$ cat config.mk
export PLATFORM = sky130hd
export DESIGN_NAME = hsv_to_rgb_convert_unit
export DESIGN_NICKNAME = d
export VERILOG_FILES = /design/src/rtl/core/h2r_pkg.sv /design/src/rtl/core/h2r_prep.sv /design/src/rtl/core/h2r_scale.sv /design/src/rtl/core/h2r_div.sv /design/src/rtl/core/hsv_to_rgb_convert_unit.sv
export SDC_FILE = /design/constraint.sdc
export NUM_CORES = 1
export LEC_CHECK = 0
export BUFFER_PORTS_ARGS = -buffer_cell sky130_fd_sc_hd__buf_2
export CORE_UTILIZATION = 35
export DETAILED_ROUTE_END_ITERATION = 10
export PLACE_DENSITY = 0.64
export REMOVE_ABC_BUFFERS = 1
export SYNTH_ARGS = -nofsm -noshare
export SYNTH_HDL_FRONTEND = slang
export SYNTH_SLANG_ARGS = --single-unit
$ cat constraint.sdc
create_clock -name clk_i -period 4.7 [get_ports clk_i]
set_clock_uncertainty 0.1 [all_clocks]
set_input_delay 0.235 -clock clk_i [delete_from_list [all_inputs] [get_ports clk_i]]
set_output_delay 0.235 -clock clk_i [all_outputs]
set_load 0.005 [all_outputs]
$ cat src/rtl/core/h2r_pkg.sv
// Package for the HSV to RGB converter: payload structs, pipeline stage
// structs, hue sector codes and fixed-point constants. No dependencies.
package h2r_pkg;

  // Width of saturation, brightness and each color channel.
  localparam int unsigned ChannelBits = 8;
  localparam int unsigned HueBits     = 11;
  localparam int unsigned FracBits    = 8;
  localparam int unsigned SectorBits  = HueBits - FracBits;
  localparam int unsigned WideBits    = ChannelBits + FracBits;
  localparam int unsigned ProdBits    = 2 * ChannelBits;
  localparam int unsigned WideProdBits = 2 * ChannelBits + FracBits;

  // Full scale M = 2^ChannelBits - 1 and the derived rounding constants.
  localparam logic [ChannelBits-1:0] ChMax     = {ChannelBits{1'b1}};
  localparam logic [ChannelBits-1:0] PHalf     = {1'b0, {(ChannelBits-1){1'b1}}};
  localparam logic [WideBits-1:0]    FullScale = {ChMax, {FracBits{1'b0}}};
  localparam logic [WideBits-1:0]    QHalf     = {1'b0, ChMax, {(FracBits-1){1'b0}}};
  localparam logic [FracBits:0]      FracOne   = {1'b1, {FracBits{1'b0}}};
  localparam logic [HueBits-1:0]     HueTop    = 11'd1535;
  localparam logic [FracBits-1:0]    FracTop   = {FracBits{1'b1}};

  typedef enum logic [SectorBits-1:0] {
    SecRed     = 3'd0,
    SecYellow  = 3'd1,
    SecGreen   = 3'd2,
    SecCyan    = 3'd3,
    SecBlue    = 3'd4,
    SecMagenta = 3'd5
  } h2r_sector_e;

  typedef struct packed {
    logic [HueBits-1:0]     hue;
    logic [ChannelBits-1:0] saturation;
    logic [ChannelBits-1:0] brightness;
  } h2r_in_t;

  typedef struct packed {
    logic [ChannelBits-1:0] red;
    logic [ChannelBits-1:0] green;
    logic [ChannelBits-1:0] blue;
  } h2r_out_t;

  // After the first stage: the three differences that scale brightness.
  typedef struct packed {
    h2r_sector_e            sector;
    logic [ChannelBits-1:0] val;
    logic [ChannelBits-1:0] dp;
    logic [WideBits-1:0]    dq;
    logic [WideBits-1:0]    dt;
  } h2r_diff_t;

  // After the second stage: the unrounded numerators.
  typedef struct packed {
    h2r_sector_e             sector;
    logic [ChannelBits-1:0]  val;
    logic [ProdBits-1:0]     np;
    logic [WideProdBits-1:0] nq;
    logic [WideProdBits-1:0] nt;
  } h2r_prod_t;

  // After the third stage: the rounded levels p, q and t.
  typedef struct packed {
    h2r_sector_e            sector;
    logic [ChannelBits-1:0] val;
    logic [ChannelBits-1:0] p;
    logic [ChannelBits-1:0] q;
    logic [ChannelBits-1:0] t;
  } h2r_level_t;

endpackage

$ cat src/rtl/core/h2r_prep.sv
// First pipeline stage: hue clamp, sector split and saturation products.
// Depends on h2r_pkg.
module h2r_prep import h2r_pkg::*; (
  input  logic      clk_i,
  input  logic      rst_ni,
  input  logic      valid_i,
  output logic      ready_o,
  input  h2r_in_t   data_i,
  output logic      valid_o,
  input  logic      ready_i,
  output h2r_diff_t data_o
);

  logic      valid_q;
  h2r_diff_t data_q, data_d;

  logic [FracBits-1:0] frac;
  logic [FracBits:0]   frac_comp;
  logic [WideBits-1:0] prod_f;
  logic [WideBits:0]   prod_g;

  assign ready_o = ~valid_q | ready_i;

  always_comb begin
    // A hue above the top of the range behaves as the last step of magenta.
    if (data_i.hue > HueTop) begin
      data_d.sector = SecMagenta;
      frac          = FracTop;
    end else begin
      data_d.sector = h2r_sector_e'(data_i.hue[HueBits-1:FracBits]);
      frac          = data_i.hue[FracBits-1:0];
    end
    frac_comp   = FracOne - {1'b0, frac};
    prod_f      = WideBits'(data_i.saturation) * WideBits'(frac);
    prod_g      = (WideBits+1)'(data_i.saturation) * (WideBits+1)'(frac_comp);
    data_d.val  = data_i.brightness;
    data_d.dp   = ChMax - data_i.saturation;
    data_d.dq   = FullScale - prod_f;
    data_d.dt   = FullScale - prod_g[WideBits-1:0];
  end

  always_ff @(posedge clk_i or negedge rst_ni) begin
    if (!rst_ni) begin
      valid_q <= 1'b0;
    end else if (ready_o) begin
      valid_q <= valid_i;
    end
  end

  always_ff @(posedge clk_i) begin
    if (valid_i && ready_o) begin
      data_q <= data_d;
    end
  end

  assign valid_o = valid_q;
  assign data_o  = data_q;

endmodule

$ cat src/rtl/core/h2r_scale.sv
// Second pipeline stage: scales brightness by the three differences.
// Depends on h2r_pkg.
module h2r_scale import h2r_pkg::*; (
  input  logic      clk_i,
  input  logic      rst_ni,
  input  logic      valid_i,
  output logic      ready_o,
  input  h2r_diff_t data_i,
  output logic      valid_o,
  input  logic      ready_i,
  output h2r_prod_t data_o
);

  logic      valid_q;
  h2r_prod_t data_q, data_d;

  assign ready_o = ~valid_q | ready_i;

  always_comb begin
    data_d.sector = data_i.sector;
    data_d.val    = data_i.val;
    data_d.np     = ProdBits'(data_i.val) * ProdBits'(data_i.dp);
    data_d.nq     = WideProdBits'(data_i.val) * WideProdBits'(data_i.dq);
    data_d.nt     = WideProdBits'(data_i.val) * WideProdBits'(data_i.dt);
  end

  always_ff @(posedge clk_i or negedge rst_ni) begin
    if (!rst_ni) begin
      valid_q <= 1'b0;
    end else if (ready_o) begin
      valid_q <= valid_i;
    end
  end

  always_ff @(posedge clk_i) begin
    if (valid_i && ready_o) begin
      data_q <= data_d;
    end
  end

  assign valid_o = valid_q;
  assign data_o  = data_q;

endmodule

$ cat src/rtl/core/h2r_div.sv
// Third pipeline stage: rounded division of the numerators by full scale.
// Depends on h2r_pkg.
module h2r_div import h2r_pkg::*; (
  input  logic       clk_i,
  input  logic       rst_ni,
  input  logic       valid_i,
  output logic       ready_o,
  input  h2r_prod_t  data_i,
  output logic       valid_o,
  input  logic       ready_i,
  output h2r_level_t data_o
);

  // Exact floor(x / M) for x below M * 2^ChannelBits, by shifts and adds.
  function automatic logic [ChannelBits-1:0] div_by_max(input logic [ProdBits:0] x);
    logic [ProdBits+1:0] sum;
    sum = {1'b0, x} + (ProdBits+2)'(x >> ChannelBits) + (ProdBits+2)'(1);
    return sum[ProdBits-1:ChannelBits];
  endfunction

  logic       valid_q;
  h2r_level_t data_q, data_d;

  logic [ProdBits:0]     xp;
  logic [WideProdBits:0] sum_q, sum_t;

  assign ready_o = ~valid_q | ready_i;

  always_comb begin
    // Dividing by 256*M is a shift by the fraction width, then a divide by M.
    xp    = {1'b0, data_i.np} + (ProdBits+1)'(PHalf);
    sum_q = {1'b0, data_i.nq} + (WideProdBits+1)'(QHalf);
    sum_t = {1'b0, data_i.nt} + (WideProdBits+1)'(QHalf);
    data_d.sector = data_i.sector;
    data_d.val    = data_i.val;
    data_d.p      = div_by_max(xp);
    data_d.q      = div_by_max(sum_q[WideProdBits:FracBits]);
    data_d.t      = div_by_max(sum_t[WideProdBits:FracBits]);
  end

  always_ff @(posedge clk_i or negedge rst_ni) begin
    if (!rst_ni) begin
      valid_q <= 1'b0;
    end else if (ready_o) begin
      valid_q <= valid_i;
    end
  end

  always_ff @(posedge clk_i) begin
    if (valid_i && ready_o) begin
      data_q <= data_d;
    end
  end

  assign valid_o = valid_q;
  assign data_o  = data_q;

endmodule

$ cat src/rtl/core/hsv_to_rgb_convert_unit.sv
// Top level of the HSV to RGB converter: four-stage pipeline and sector routing.
// Depends on h2r_pkg, h2r_prep, h2r_scale and h2r_div.
//
//   Channel | Signals                          | Payload
//   --------+----------------------------------+-----------------------------
//   input   | in_valid_i, in_ready_o           | in_data_i  (hue, sat, value)
//   output  | out_valid_o, out_ready_i         | out_data_o (red, green, blue)
//
// Each transaction passes through the stages in order up to the output register:
// clamp and saturation products, brightness products, rounded division by full
// scale, and sector routing. One transaction is taken per cycle while the
// output side keeps up. Reset clears only the valid bits of the four stages.
// A stall from the output side backs up stage by stage; each stage holds its
// data while full and blocked, and empty stages keep accepting, so bubbles
// close up and nothing is dropped or repeated.
module hsv_to_rgb_convert_unit import h2r_pkg::*; (
  input  logic     clk_i,
  input  logic     rst_ni,
  input  logic     in_valid_i,
  output logic     in_ready_o,
  input  h2r_in_t  in_data_i,
  output logic     out_valid_o,
  input  logic     out_ready_i,
  output h2r_out_t out_data_o
);

  logic       diff_valid, diff_ready;
  h2r_diff_t  diff_data;
  logic       prod_valid, prod_ready;
  h2r_prod_t  prod_data;
  logic       level_valid, level_ready;
  h2r_level_t level_data;

  logic     out_valid_q;
  h2r_out_t out_data_q, out_data_d;

  h2r_prep u_prep (
    .clk_i   (clk_i),
    .rst_ni  (rst_ni),
    .valid_i (in_valid_i),
    .ready_o (in_ready_o),
    .data_i  (in_data_i),
    .valid_o (diff_valid),
    .ready_i (diff_ready),
    .data_o  (diff_data)
  );

  h2r_scale u_scale (
    .clk_i   (clk_i),
    .rst_ni  (rst_ni),
    .valid_i (diff_valid),
    .ready_o (diff_ready),
    .data_i  (diff_data),
    .valid_o (prod_valid),
    .ready_i (prod_ready),
    .data_o  (prod_data)
  );

  h2r_div u_div (
    .clk_i   (clk_i),
    .rst_ni  (rst_ni),
    .valid_i (prod_valid),
    .ready_o (prod_ready),
    .data_i  (prod_data),
    .valid_o (level_valid),
    .ready_i (level_ready),
    .data_o  (level_data)
  );

  // The last stage is also the output register.
  assign level_ready = ~out_valid_q | out_ready_i;

  // Zero saturation needs no special arm: p, q and t all round back to the
  // brightness, so every sector gives grey.
  always_comb begin
    unique case (level_data.sector)
      SecRed: begin
        out_data_d = '{red: level_data.val, green: level_data.t, blue: level_data.p};
      end
      SecYellow: begin
        out_data_d = '{red: level_data.q, green: level_data.val, blue: level_data.p};
      end
      SecGreen: begin
        out_data_d = '{red: level_data.p, green: level_data.val, blue: level_data.t};
      end
      SecCyan: begin
        out_data_d = '{red: level_data.p, green: level_data.q, blue: level_data.val};
      end
      SecBlue: begin
        out_data_d = '{red: level_data.t, green: level_data.p, blue: level_data.val};
      end
      default: begin
        out_data_d = '{red: level_data.val, green: level_data.p, blue: level_data.q};
      end
    endcase
  end

  always_ff @(posedge clk_i or negedge rst_ni) begin
    if (!rst_ni) begin
      out_valid_q <= 1'b0;
    end else if (level_ready) begin
      out_valid_q <= level_valid;
    end
  end

  always_ff @(posedge clk_i) begin
    if (level_valid && level_ready) begin
      out_data_q <= out_data_d;
    end
  end

  assign out_valid_o = out_valid_q;
  assign out_data_o  = out_data_q;

endmodule
==> flow_metrics.py, run 1 <==
metrics = {
    "run_status": {
        "run_status": "finished, violations left",
        "violations": "setup timing",
    },
    "clock_tree": {
        "clock-sinks": 174,
        "cts_inserted_buffers": 17,
        "cts_tree": "done",
        "cts.reportedPaths.clkPinSlew_ns": 0.08,
        "h-tree-depth": 4,
        "worstSkewPairLatency_ns": 0.46,
        "cts_buffer_depth": 2,
        "cts.root.buffer_cell": "sky130_fd_sc_hd__clkbuf_16",
    },
    "synthesis": {
        "synth-adder-area-share_pct": 38.44,
        "post_synth_mux_area_share_pct": 1.620,
        "synth_area_leaders": "sky130_fd_sc_hd__fa_1 (25%), sky130_fd_sc_hd__edfxtp_1 (23%), sky130_fd_sc_hd__ha_1 (13%), sky130_fd_sc_hd__inv_1 (6.8%), sky130_fd_sc_hd__and2_1 (5.0%)",
        "synth_compound_area_share_pct": 7.238,
        "share_of_the_synthesized_netlist_area_taken_by_xor_and_xnor_gates_pct": 5.118,
        "synth_cell_types": 67,
        "synthFlopType": "sky130_fd_sc_hd__edfxtp_1",
        "synth.most_common_cell": "sky130_fd_sc_hd__inv_1",
        "largest_family_of_logic_cells_by_synthesized_area": "adder cells",
        "synth_area_um2": 22250,
        "synth.avg_cell_area_um2": 9.586,
        "post_synth_most_frequent_cells": "sky130_fd_sc_hd__inv_1 (404), sky130_fd_sc_hd__fa_1 (281), sky130_fd_sc_hd__nand2_1 (269)",
        "synth_enable_flop_cells": 170,
        "synthArstFlopShare_pct": 2.299,
        "seq_area_frac_synth_pct": 23.39,
        "synth-warning-count": 0,
        "synth_area_leader_cell": "sky130_fd_sc_hd__fa_1",
        "syn_inst": 2321,
        "ys_ff_latch": 174,
        "synth_simple_gate_area_share_pct": 16.18,
        "yosys.area.top_type_share_pct": 25.28,
    },
    "floorplanning": {
        "floorplan.rows": 92,
        "chipHeight_um": 254.1,
        "floorplan.die.width_um": 254.1,
        "floorplan.io_pins": 57,
        "initial_core_util_pct": 35.34,
        "fp.coreArea_um2": 62970,
        "die_area_um2": 64580,
    },
    "setup_path": {
        "critical_path_peak_fanout": 9,
        "critical_path.startpoint_type": "register",
        "critPathKind": "register to register",
        "crit_path_end_kind": "register",
        "critical_path_arrival_ns": 4.96,
        "timing.critical_path.required_ns": 4.80,
    },
    "cells_and_area": {
        "area_growth_pct": 21.26,
        "register_area_um2": 5205,
        "final_nets": 3151,
        "multiInputGateArea_um2": 16060,
        "antennaDiodeCount": 0,
        "finalInstanceArea_um2": 26980,
        "drive_above_1_share_pct": 20.32,
        "layout.filler_cells": 6006,
    },
    "grt": {
        "grt_usage_pct": 15.90,
        "grt_first_pass_wirelength_mm": 83.76,
        "grt_antenna_before_repair": 0,
        "grt_max_degree": 58,
        "total_gr_overflow": 0,
        "grt_pass1_vias": 17650,
    },
    "timing": {
        "setup_viol": 16,
        "max_freq_ghz": 0.2055,
        "fin_crit_sh_pct": 103.6,
        "tightestPinTransition_ns": 1.094,
        "worst_slew_margin_rel_pct": 26.76,
        "timing.final.hold_violations": 0,
        "final-max-slew-violation-count": 0,
        "rsz0062_at_grt": "true",
        "final_critical_path_setup_slack_ns": -0.1672,
        "clock_period_minus_final_worst_setup_slack_ns": 4.867,
    },
    "route": {
        "remaining_drc_errors": 0,
        "drt-pass1-iter-count": 5,
        "wire_per_inst_um": 14.45,
        "drt_iter0_markers": 729,
        "routed_wl_mm": 50.04,
        "ant_nets": 0,
        "vias_per_cell": 4.801,
        "routed-via-count": 16630,
    },
    "placed_design": {
        "placed_area_um2": 25200,
        "detailed_place_hpwl_mm": 40.64,
        "pre_cts_ws_ns": -1.008,
        "port-buffer-count": 56,
        "finalWeightedCongestion": 0.8871,
    },
    "job": {
        "drv.max_cap_violation_count": 0,
    },
    "worst_hold_path": {
        "worst_hold_path_type": "primary input to register",
    },
}
## worst paths after layout
path / start / to / slack, ns / cells past startpoint
setup / recovery: u_prep.data_o[44] / u_scale.data_o[20] / -0.17 / 19
hold / removal: in_data_i[10] / u_prep.data_o[34] / 0.09 / 2
setup reg to reg: u_prep.data_o[44] / u_scale.data_o[20] / -0.17 / 19
hold reg to reg: u_prep.data_o[49] / u_scale.data_o[73] / 0.31 / 0
max in group asynchronous: rst_ni / out_valid_o / 3.75 / 3
min in group asynchronous: rst_ni / u_scale.valid_o / 0.58 / 3
## timing repair
| item | 4_1_cts | 5_1_grt |
|---|---|---|
| buffers inserted | 12 | 15 |
| hold buffers | 13 | 0 |
| endpoints found under the setup margin | 34 | 36 |
| hold endpoints to repair | 16 | 0 |
| resized for setup | 86 | 125 |
| pin swaps | 28 | 70 |
## metal layers
metal / global-route usage, % / part of all wire, % / vias to the layer above / routed length (µm)
li1: - / - / 8057 / -
met1: 20.76 / 46 / 8189 / 23030
met2: 27.78 / 49 / 330 / 24480
met3: 1.792 / 3.4 / 53 / 1680
met4: 4.251 / 1.7 / 0 / 858
met5: 0 / 0 / - / 0
## final cells by class
cell class	instances	area share, %
repair buffers	333	9.456
inverters	406	5.658
clock buffers	18	1.591
multi-input cells	1673	59.51
well taps	846	3.923
clock inverters	14	0.5658
flip-flops and latches	174	19.29
## cell usage in the layout, fill, tap and decap left out, types with 8 or more instances in the layout
cell and n:
sky130_fd_sc_hd__nand3_1 20, sky130_fd_sc_hd__ha_4 19, sky130_fd_sc_hd__nand2b_1 14, sky130_fd_sc_hd__and3_1 9, sky130_fd_sc_hd__o21a_1 14, sky130_fd_sc_hd__a21oi_1 68, sky130_fd_sc_hd__fa_2 17, sky130_fd_sc_hd__buf_4 239
sky130_fd_sc_hd__edfxtp_1 170, sky130_fd_sc_hd__nor2_2 12, sky130_fd_sc_hd__and2_1 159, sky130_fd_sc_hd__a221o_1 8, sky130_fd_sc_hd__buf_2 55, sky130_fd_sc_hd__mux2i_1 27, sky130_fd_sc_hd__ha_1 213, sky130_fd_sc_hd__nor3b_1 8
sky130_fd_sc_hd__nor2_1 132, sky130_fd_sc_hd__nand2_1 261, sky130_fd_sc_hd__dlygate4sd3_1 13, sky130_fd_sc_hd__a32oi_1 8, sky130_fd_sc_hd__inv_1 387, sky130_fd_sc_hd__buf_6 17, sky130_fd_sc_hd__xnor2_1 77, sky130_fd_sc_hd__nor3_1 28
sky130_fd_sc_hd__clkbuf_16 17, sky130_fd_sc_hd__fa_1 264, sky130_fd_sc_hd__inv_2 16, sky130_fd_sc_hd__and2_4 16, sky130_fd_sc_hd__a31oi_1 8, sky130_fd_sc_hd__o21ai_0 35, sky130_fd_sc_hd__xor2_1 47, sky130_fd_sc_hd__a21o_1 21
sky130_fd_sc_hd__a21oi_2 18, sky130_fd_sc_hd__mux2_2 8, sky130_fd_sc_hd__nor2b_1 14
## sequential cells by signal, summed over array words and instances, names as in the netlist
register         count
u_div.valid_o        1
u_scale.data_o      61
out_data_o          24
out_valid_o          1
u_prep.valid_o       1
u_scale.valid_o      1
u_div.data_o        35
u_prep.data_o       50
## critical path, cell delays in order (launching register included)
cell,delay [ns]
sky130_fd_sc_hd__edfxtp_1,0.34
sky130_fd_sc_hd__buf_6,0.16
sky130_fd_sc_hd__buf_4,0.14
sky130_fd_sc_hd__nand2_1,0.07
sky130_fd_sc_hd__fa_1,0.54
sky130_fd_sc_hd__inv_1,0.05
sky130_fd_sc_hd__fa_1,0.49
sky130_fd_sc_hd__fa_1,0.45
sky130_fd_sc_hd__fa_1,0.61
sky130_fd_sc_hd__ha_4,0.22
sky130_fd_sc_hd__and3_4,0.19
sky130_fd_sc_hd__a221oi_4,0.35
sky130_fd_sc_hd__o31ai_4,0.12
sky130_fd_sc_hd__a21oi_2,0.17
sky130_fd_sc_hd__buf_4,0.13
sky130_fd_sc_hd__buf_4,0.10
sky130_fd_sc_hd__nor2b_4,0.03
sky130_fd_sc_hd__o21a_1,0.17
sky130_fd_sc_hd__nor2_2,0.09
sky130_fd_sc_hd__xnor2_1,0.07
## through the flow
stage | instances | hold slack [ns] | utilization (%) | setup TNS, ns
floorplan | 2253 | -0.1606 | - | -7.701
global placement | 3395 | -0.06272 | 40.02 | -11.37
detailed placement | 3395 | -0.05766 | 40.02 | -14.52
CTS | 3452 | 0.08409 | 41.90 | -1.638
global route | 3464 | 0.09180 | 42.85 | -5.260
finish | 3464 | 0.08775 | 42.85 | -1.628
## cell families (layout without fill, tap and decap cells)
group,after synthesis,after routing
multiplexers,35,35
flip-flops,174,174
AO/OA/AOI/OAI,249,249
adder cells (fa/ha/maj),515,515
buffers and inverters,474,771
AND/OR/NAND/NOR,744,744
XOR/XNOR,130,130
Power of run 1 is left out: the tool's default activity adds up to more than one toggle a clock period on the data nets, which glitch-free logic cannot reach.
==> run 2, diff against run 1 <==
--- a/config.mk
+++ b/config.mk
@@ -13,3 +13,4 @@
 export SYNTH_ARGS = -nofsm -noshare
 export SYNTH_HDL_FRONTEND = slang
 export SYNTH_SLANG_ARGS = --single-unit
+export TNS_END_PERCENT = 50
==> run 2 against run 1 <==
Net effect: the run still ends with setup timing left; flip-flop and latch count is the same; via count grew 0.17%; non-clock buffer count grew 15; core utilization grew 0.26 points; final area grew 0.60%; first-iteration DRC count shrank 3.2%; critical endpoint unchanged; sequential share of layout area shrank 0.11 points.
==> flow_metrics.py, run 2 (synthesis results as in run 1) <==
metrics = {
    "run_status": {
        "run_status": "finished, violations left",
        "violations": "setup timing",
    },
    "placed_design": {
        "detailed_place_hpwl_mm": 40.64,
        "placed_area_um2": 25200,
        "finalWeightedCongestion": 0.8871,
        "inst_count_dp": 3395,
        "port-buffer-count": 56,
    },
    "grt": {
        "grt_max_degree": 58,
        "grt_usage_pct": 15.85,
        "grt_first_pass_wirelength_mm": 83.57,
        "grt_antenna_before_repair": 1,
        "grt_pass1_vias": 17620,
        "total_gr_overflow": 0,
    },
    "setup_path": {
        "timing.critical_path.required_ns": 4.80,
        "critPathKind": "register to register",
        "critical_path_arrival_ns": 5.01,
        "worst_r2r_endpoint": "u_scale.data_o[20]",
        "crit_path_end_kind": "register",
        "critical_path.startpoint_type": "register",
        "r2r.worst_path.cells": 17,
        "critical_path_peak_fanout": 5,
        "timing.reg2reg.setup_slack_ns": -0.21,
        "reg2reg_from": "u_prep.data_o[43]",
    },
    "clock_tree": {
        "worstSkewPairLatency_ns": 0.46,
        "cts_tree": "done",
        "clock-sinks": 174,
        "cts_inserted_buffers": 17,
        "cts.reportedPaths.clkPinSlew_ns": 0.08,
        "cts.root.buffer_cell": "sky130_fd_sc_hd__clkbuf_16",
        "h-tree-depth": 4,
        "cts_buffer_depth": 2,
    },
    "route": {
        "wire_per_inst_um": 14.62,
        "routed-via-count": 16660,
        "ant_nets": 0,
        "remaining_drc_errors": 0,
        "vias_per_cell": 4.788,
        "drt_iter0_markers": 706,
        "routed_wl_mm": 50.88,
        "drt-pass1-iter-count": 5,
    },
    "timing": {
        "fin_crit_sh_pct": 104.5,
        "fin_setup_tns_ns": -2.156,
        "setup_viol": 23,
        "tightestPinTransition_ns": 1.096,
        "max_freq_ghz": 0.2037,
        "rsz0062_at_grt": "true",
        "clock_period_minus_final_worst_setup_slack_ns": 4.910,
        "final_critical_path_setup_slack_ns": -0.2103,
        "timing.final.hold_violations": 0,
        "worst_slew_margin_rel_pct": 26.62,
        "final-max-slew-violation-count": 0,
    },
    "floorplanning": {
        "floorplan.io_pins": 57,
        "die_area_um2": 64580,
        "initial_core_util_pct": 35.34,
        "chipHeight_um": 254.1,
        "floorplan.rows": 92,
        "floorplan.die.width_um": 254.1,
        "fp.coreArea_um2": 62970,
    },
    "cells_and_area": {
        "largest_register_ff_count": 61,
        "final_cells": 3479,
        "final_nets": 3166,
        "area_growth_pct": 21.99,
        "layout.filler_cells": 5981,
        "register_area_um2": 5205,
        "finalInstanceArea_um2": 27140,
        "multiInputGateArea_um2": 16040,
        "most_common_cell_after_layout_fill_and_taps_aside": "sky130_fd_sc_hd__inv_1",
        "drive_above_1_share_pct": 20.51,
        "final_cell_mix": "sky130_fd_sc_hd__inv_1 (389), sky130_fd_sc_hd__fa_1 (267), sky130_fd_sc_hd__nand2_1 (261)",
        "antennaDiodeCount": 0,
    },
    "job": {
        "drv.max_cap_violation_count": 0,
    },
    "worst_hold_path": {
        "hold_end": "u_prep.data_o[34]",
        "hold_path_cells": 2,
        "worst_hold_path_type": "primary input to register",
        "startpoint_of_the_lowest_slack_hold_path": "in_data_i[10]",
    },
}
-- run 2: changes by cell type in the layout (fill, tap and decap cells not counted), sizes merged --
cell	previous run	this run
buf	320	333
clkbuf	18	20
-- run 2: how the worst max path moves through the flow --
stage	startpoint	endpoint	cells after the start
after floorplan	in_data_i[25]	u_prep.data_o[14]	20
after CTS	u_prep.data_o[43]	u_scale.data_o[45]	18
after detailed placement	in_data_i[26]	u_prep.data_o[14]	23
after global placement	in_data_i[25]	u_prep.data_o[14]	21
after global routing	u_prep.data_o[43]	u_scale.data_o[20]	17
final	u_prep.data_o[43]	u_scale.data_o[20]	17
-- run 2: cell type report --
cell class | count | area share, %
repair buffers | 348 | 10.06
flip-flops and latches | 174 | 19.18
well taps | 846 | 3.900
multi-input cells | 1673 | 59.10
clock buffers | 18 | 1.581
inverters | 406 | 5.624
clock inverters | 14 | 0.5624
-- run 2: per-layer routing --
metal	GRT usage [%]	vias up	wire, µm
met1	20.77	8189	23360
met3	1.772	64	1546
met2	27.66	321	24920
met5	0	-	0
li1	-	8083	-
met4	4.131	0	1053
-- run 2: stage by stage --
step,util (%),setup WS [ns],hold WS [ns]
after floorplan,-,-0.8275,-0.1606
after global placement,40.02,-0.8425,-0.06272
after detailed placement,40.02,-1.008,-0.05766
after CTS,41.79,-0.2389,0.08409
after global routing,43.10,-0.3513,0.09180
final,43.10,-0.2103,0.09219
-- run 2: critical path, stage by stage (launching register included) --
cell	delay (ns)
sky130_fd_sc_hd__edfxtp_1	0.45
sky130_fd_sc_hd__buf_12	0.18
sky130_fd_sc_hd__buf_6	0.12
sky130_fd_sc_hd__and2_4	0.13
sky130_fd_sc_hd__fa_1	0.58
sky130_fd_sc_hd__fa_2	0.45
sky130_fd_sc_hd__fa_1	0.50
sky130_fd_sc_hd__fa_1	0.56
sky130_fd_sc_hd__ha_4	0.22
sky130_fd_sc_hd__and3_4	0.19
sky130_fd_sc_hd__a221oi_4	0.33
sky130_fd_sc_hd__o31ai_4	0.11
sky130_fd_sc_hd__a21oi_2	0.18
sky130_fd_sc_hd__buf_4	0.15
sky130_fd_sc_hd__nor2b_4	0.03
sky130_fd_sc_hd__o21a_1	0.18
sky130_fd_sc_hd__nor2_2	0.11
sky130_fd_sc_hd__xnor2_1	0.08
-- run 2: timing repair --
action | in CTS | in global routing
cloned | 0 | 4
pin swaps | 31 | 125
endpoints found under the setup margin | 34 | 37
hold buffers | 13 | 0
hold endpoints to repair | 16 | 0
setup buffers | 11 | 25
gates resized for setup | 67 | 147
Power of run 2 is left out for the same reason.
==> run 3, diff against run 2 <==
--- a/config.mk
+++ b/config.mk
@@ -8,7 +8,7 @@
 export BUFFER_PORTS_ARGS = -buffer_cell sky130_fd_sc_hd__buf_2
 export CORE_UTILIZATION = 35
 export DETAILED_ROUTE_END_ITERATION = 10
-export PLACE_DENSITY = 0.64
+export PLACE_DENSITY = 0.62
 export REMOVE_ABC_BUFFERS = 1
 export SYNTH_ARGS = -nofsm -noshare
 export SYNTH_HDL_FRONTEND = slang
==> constraint.sdc (replaced) <==
create_clock -name clk_i -period 5.5 [get_ports clk_i]
set_clock_uncertainty 0.1 [all_clocks]
set_input_delay 0.275 -clock clk_i [delete_from_list [all_inputs] [get_ports clk_i]]
set_output_delay 0.275 -clock clk_i [all_outputs]
set_load 0.005 [all_outputs]
==> run 3 against run 2 <==
Net effect: the run now ends clean; critical path depth is 5 higher; final area is 9.1% lower; first-iteration DRC count is 18% higher; die area is the same; via count is 5.5% lower; register-to-register slack improved by 0.55 ns; wire length fell by 6.0%; setup slack improved by 0.45 ns; non-clock buffer count fell by 210; clock-buffer cell count down 1; largest cell class unchanged; highest routed layer unchanged.
==> flow_metrics.py, run 3 (synthesis results as in run 1) <==
metrics = {
    "clock_tree": {
        "cts_inserted_buffers": 17,
        "cts_buffer_depth": 2,
        "cts_tree": "done",
        "worstSkewPairLatency_ns": 0.46,
        "h-tree-depth": 4,
        "clock-sinks": 174,
        "cts.root.buffer_cell": "sky130_fd_sc_hd__clkbuf_16",
        "cts.reportedPaths.clkPinSlew_ns": 0.07,
    },
    "timing": {
        "fin_setup_tns_ns": 0,
        "clock_period_minus_final_worst_setup_slack_ns": 5.264,
        "max_freq_ghz": 0.1900,
        "final-max-slew-violation-count": 0,
        "finalHoldWorstSlack_ns": 0.04166,
        "fin_crit_sh_pct": 95.71,
        "tightestPinTransition_ns": 1.086,
        "worst_slew_margin_rel_pct": 27.28,
        "timing.final.hold_violations": 0,
        "setup_viol": 0,
        "rsz0062_at_grt": "false",
    },
    "setup_path": {
        "critical_path.startpoint_type": "primary input",
        "critPathKind": "primary input to register",
        "critical_path_arrival_ns": 5.36,
        "timing.critical_path.required_ns": 5.60,
        "critical_path_peak_fanout": 6,
        "crit_path_end_kind": "register",
    },
    "cells_and_area": {
        "multiInputGateArea_um2": 15290,
        "largest_register_ff_count": 61,
        "antennaDiodeCount": 0,
        "most_common_cell_after_layout_fill_and_taps_aside": "sky130_fd_sc_hd__inv_1",
        "register_area_um2": 5205,
        "drive_above_1_share_pct": 7.800,
        "final_cell_mix": "sky130_fd_sc_hd__inv_1 (404), sky130_fd_sc_hd__fa_1 (281), sky130_fd_sc_hd__nand2_1 (269)",
        "postLayoutCoreUtil_pct": 39.17,
        "final_nets": 2956,
        "area_growth_pct": 10.85,
        "layout.filler_cells": 6252,
    },
    "route": {
        "remaining_drc_errors": 0,
        "routed_wl_mm": 47.84,
        "drt_iter0_markers": 831,
        "ant_nets": 0,
        "wire_per_inst_um": 14.63,
        "vias_per_cell": 4.816,
        "routed-via-count": 15750,
        "drt-pass1-iter-count": 5,
    },
    "placed_design": {
        "finalWeightedCongestion": 0.8450,
        "port-buffer-count": 56,
        "detailed_place_hpwl_mm": 38.57,
    },
    "floorplanning": {
        "die_area_um2": 64580,
        "initial_core_util_pct": 35.34,
        "floorplan.die.width_um": 254.1,
        "floorplan.rows": 92,
        "chipHeight_um": 254.1,
        "fp.coreArea_um2": 62970,
        "floorplan.io_pins": 57,
    },
    "grt": {
        "grt_first_pass_wirelength_mm": 81.32,
        "grt_max_degree": 62,
        "grt_pass1_vias": 16640,
        "grt_usage_pct": 15.56,
        "total_gr_overflow": 0,
        "grt_antenna_before_repair": 0,
    },
    "job": {
        "drv.max_cap_violation_count": 0,
    },
    "worst_hold_path": {
        "worst_hold_path_type": "primary input to register",
    },
    "run_status": {
        "run_status": "completed",
    },
}
-- run 3: routing by layer --
layer	GRT usage (%)	up-vias	wire, µm
li1	-	7665	-
met1	20.54	7712	22530
met2	26.60	319	22590
met3	2.182	49	1947
met4	4.148	0	771
met5	0	-	0
-- run 3: stage by stage --
step	std cells	setup WS, ns	area, µm²
floorplan	2253	-0.06754	21990
finish	3269	0.2361	24660
CTS	3262	0.1360	24560
detailed placement	3219	-0.2543	23850
global placement	3219	-0.1022	23850
global route	3269	0.03078	24660
-- run 3: repair_timing --
item	4_1_cts	5_1_grt
hold buffers	11	0
endpoints found under the setup margin	0	13
gates resized for setup	0	3
buffers inserted	0	7
hold endpoints to repair	14	0
-- run 3: worst max-delay path, cell delays in order --
cell,delay (ns)
sky130_fd_sc_hd__buf_2,0.10
sky130_fd_sc_hd__and2_1,0.33
sky130_fd_sc_hd__or2_2,0.38
sky130_fd_sc_hd__inv_1,0.09
sky130_fd_sc_hd__ha_1,0.25
sky130_fd_sc_hd__nand2_1,0.12
sky130_fd_sc_hd__xnor2_2,0.18
sky130_fd_sc_hd__buf_4,0.16
sky130_fd_sc_hd__and2_1,0.16
sky130_fd_sc_hd__fa_1,0.51
sky130_fd_sc_hd__inv_1,0.06
sky130_fd_sc_hd__fa_1,0.44
sky130_fd_sc_hd__fa_1,0.51
sky130_fd_sc_hd__inv_1,0.05
sky130_fd_sc_hd__fa_1,0.47
sky130_fd_sc_hd__inv_1,0.04
sky130_fd_sc_hd__ha_1,0.31
sky130_fd_sc_hd__a21oi_1,0.18
sky130_fd_sc_hd__a21oi_1,0.09
sky130_fd_sc_hd__a311oi_1,0.35
sky130_fd_sc_hd__a21oi_1,0.13
sky130_fd_sc_hd__xor2_1,0.16
-- run 3: area by class of cell --
class                      count  area share, %
sequential                   174          21.10
tap                          846          4.292
inverter                     406          6.179
clock buffer                  17          1.725
clock inverter                15         0.7001
multi-input combinational   1673          62.00
timing repair buffer         138          3.998
-- run 3: path summary, 6_finish.rpt --
| path | to | from | slack, ns | cells after the start |
|---|---|---|---|---|
| worst max-delay path | u_prep.data_o[14] | in_data_i[25] | 0.24 | 22 |
| worst min-delay path | u_div.valid_o | out_ready_i | 0.04 | 4 |
| worst max register to register | u_scale.data_o[23] | u_prep.data_o[40] | 0.34 | 15 |
| worst min register to register | u_div.data_o[32] | u_scale.data_o[72] | 0.31 | 0 |
| max in group asynchronous | out_valid_o | rst_ni | 5.13 | 2 |
| min in group asynchronous | u_prep.valid_o | rst_ni | 0.05 | 2 |
Power of run 3 is left out for the same reason.
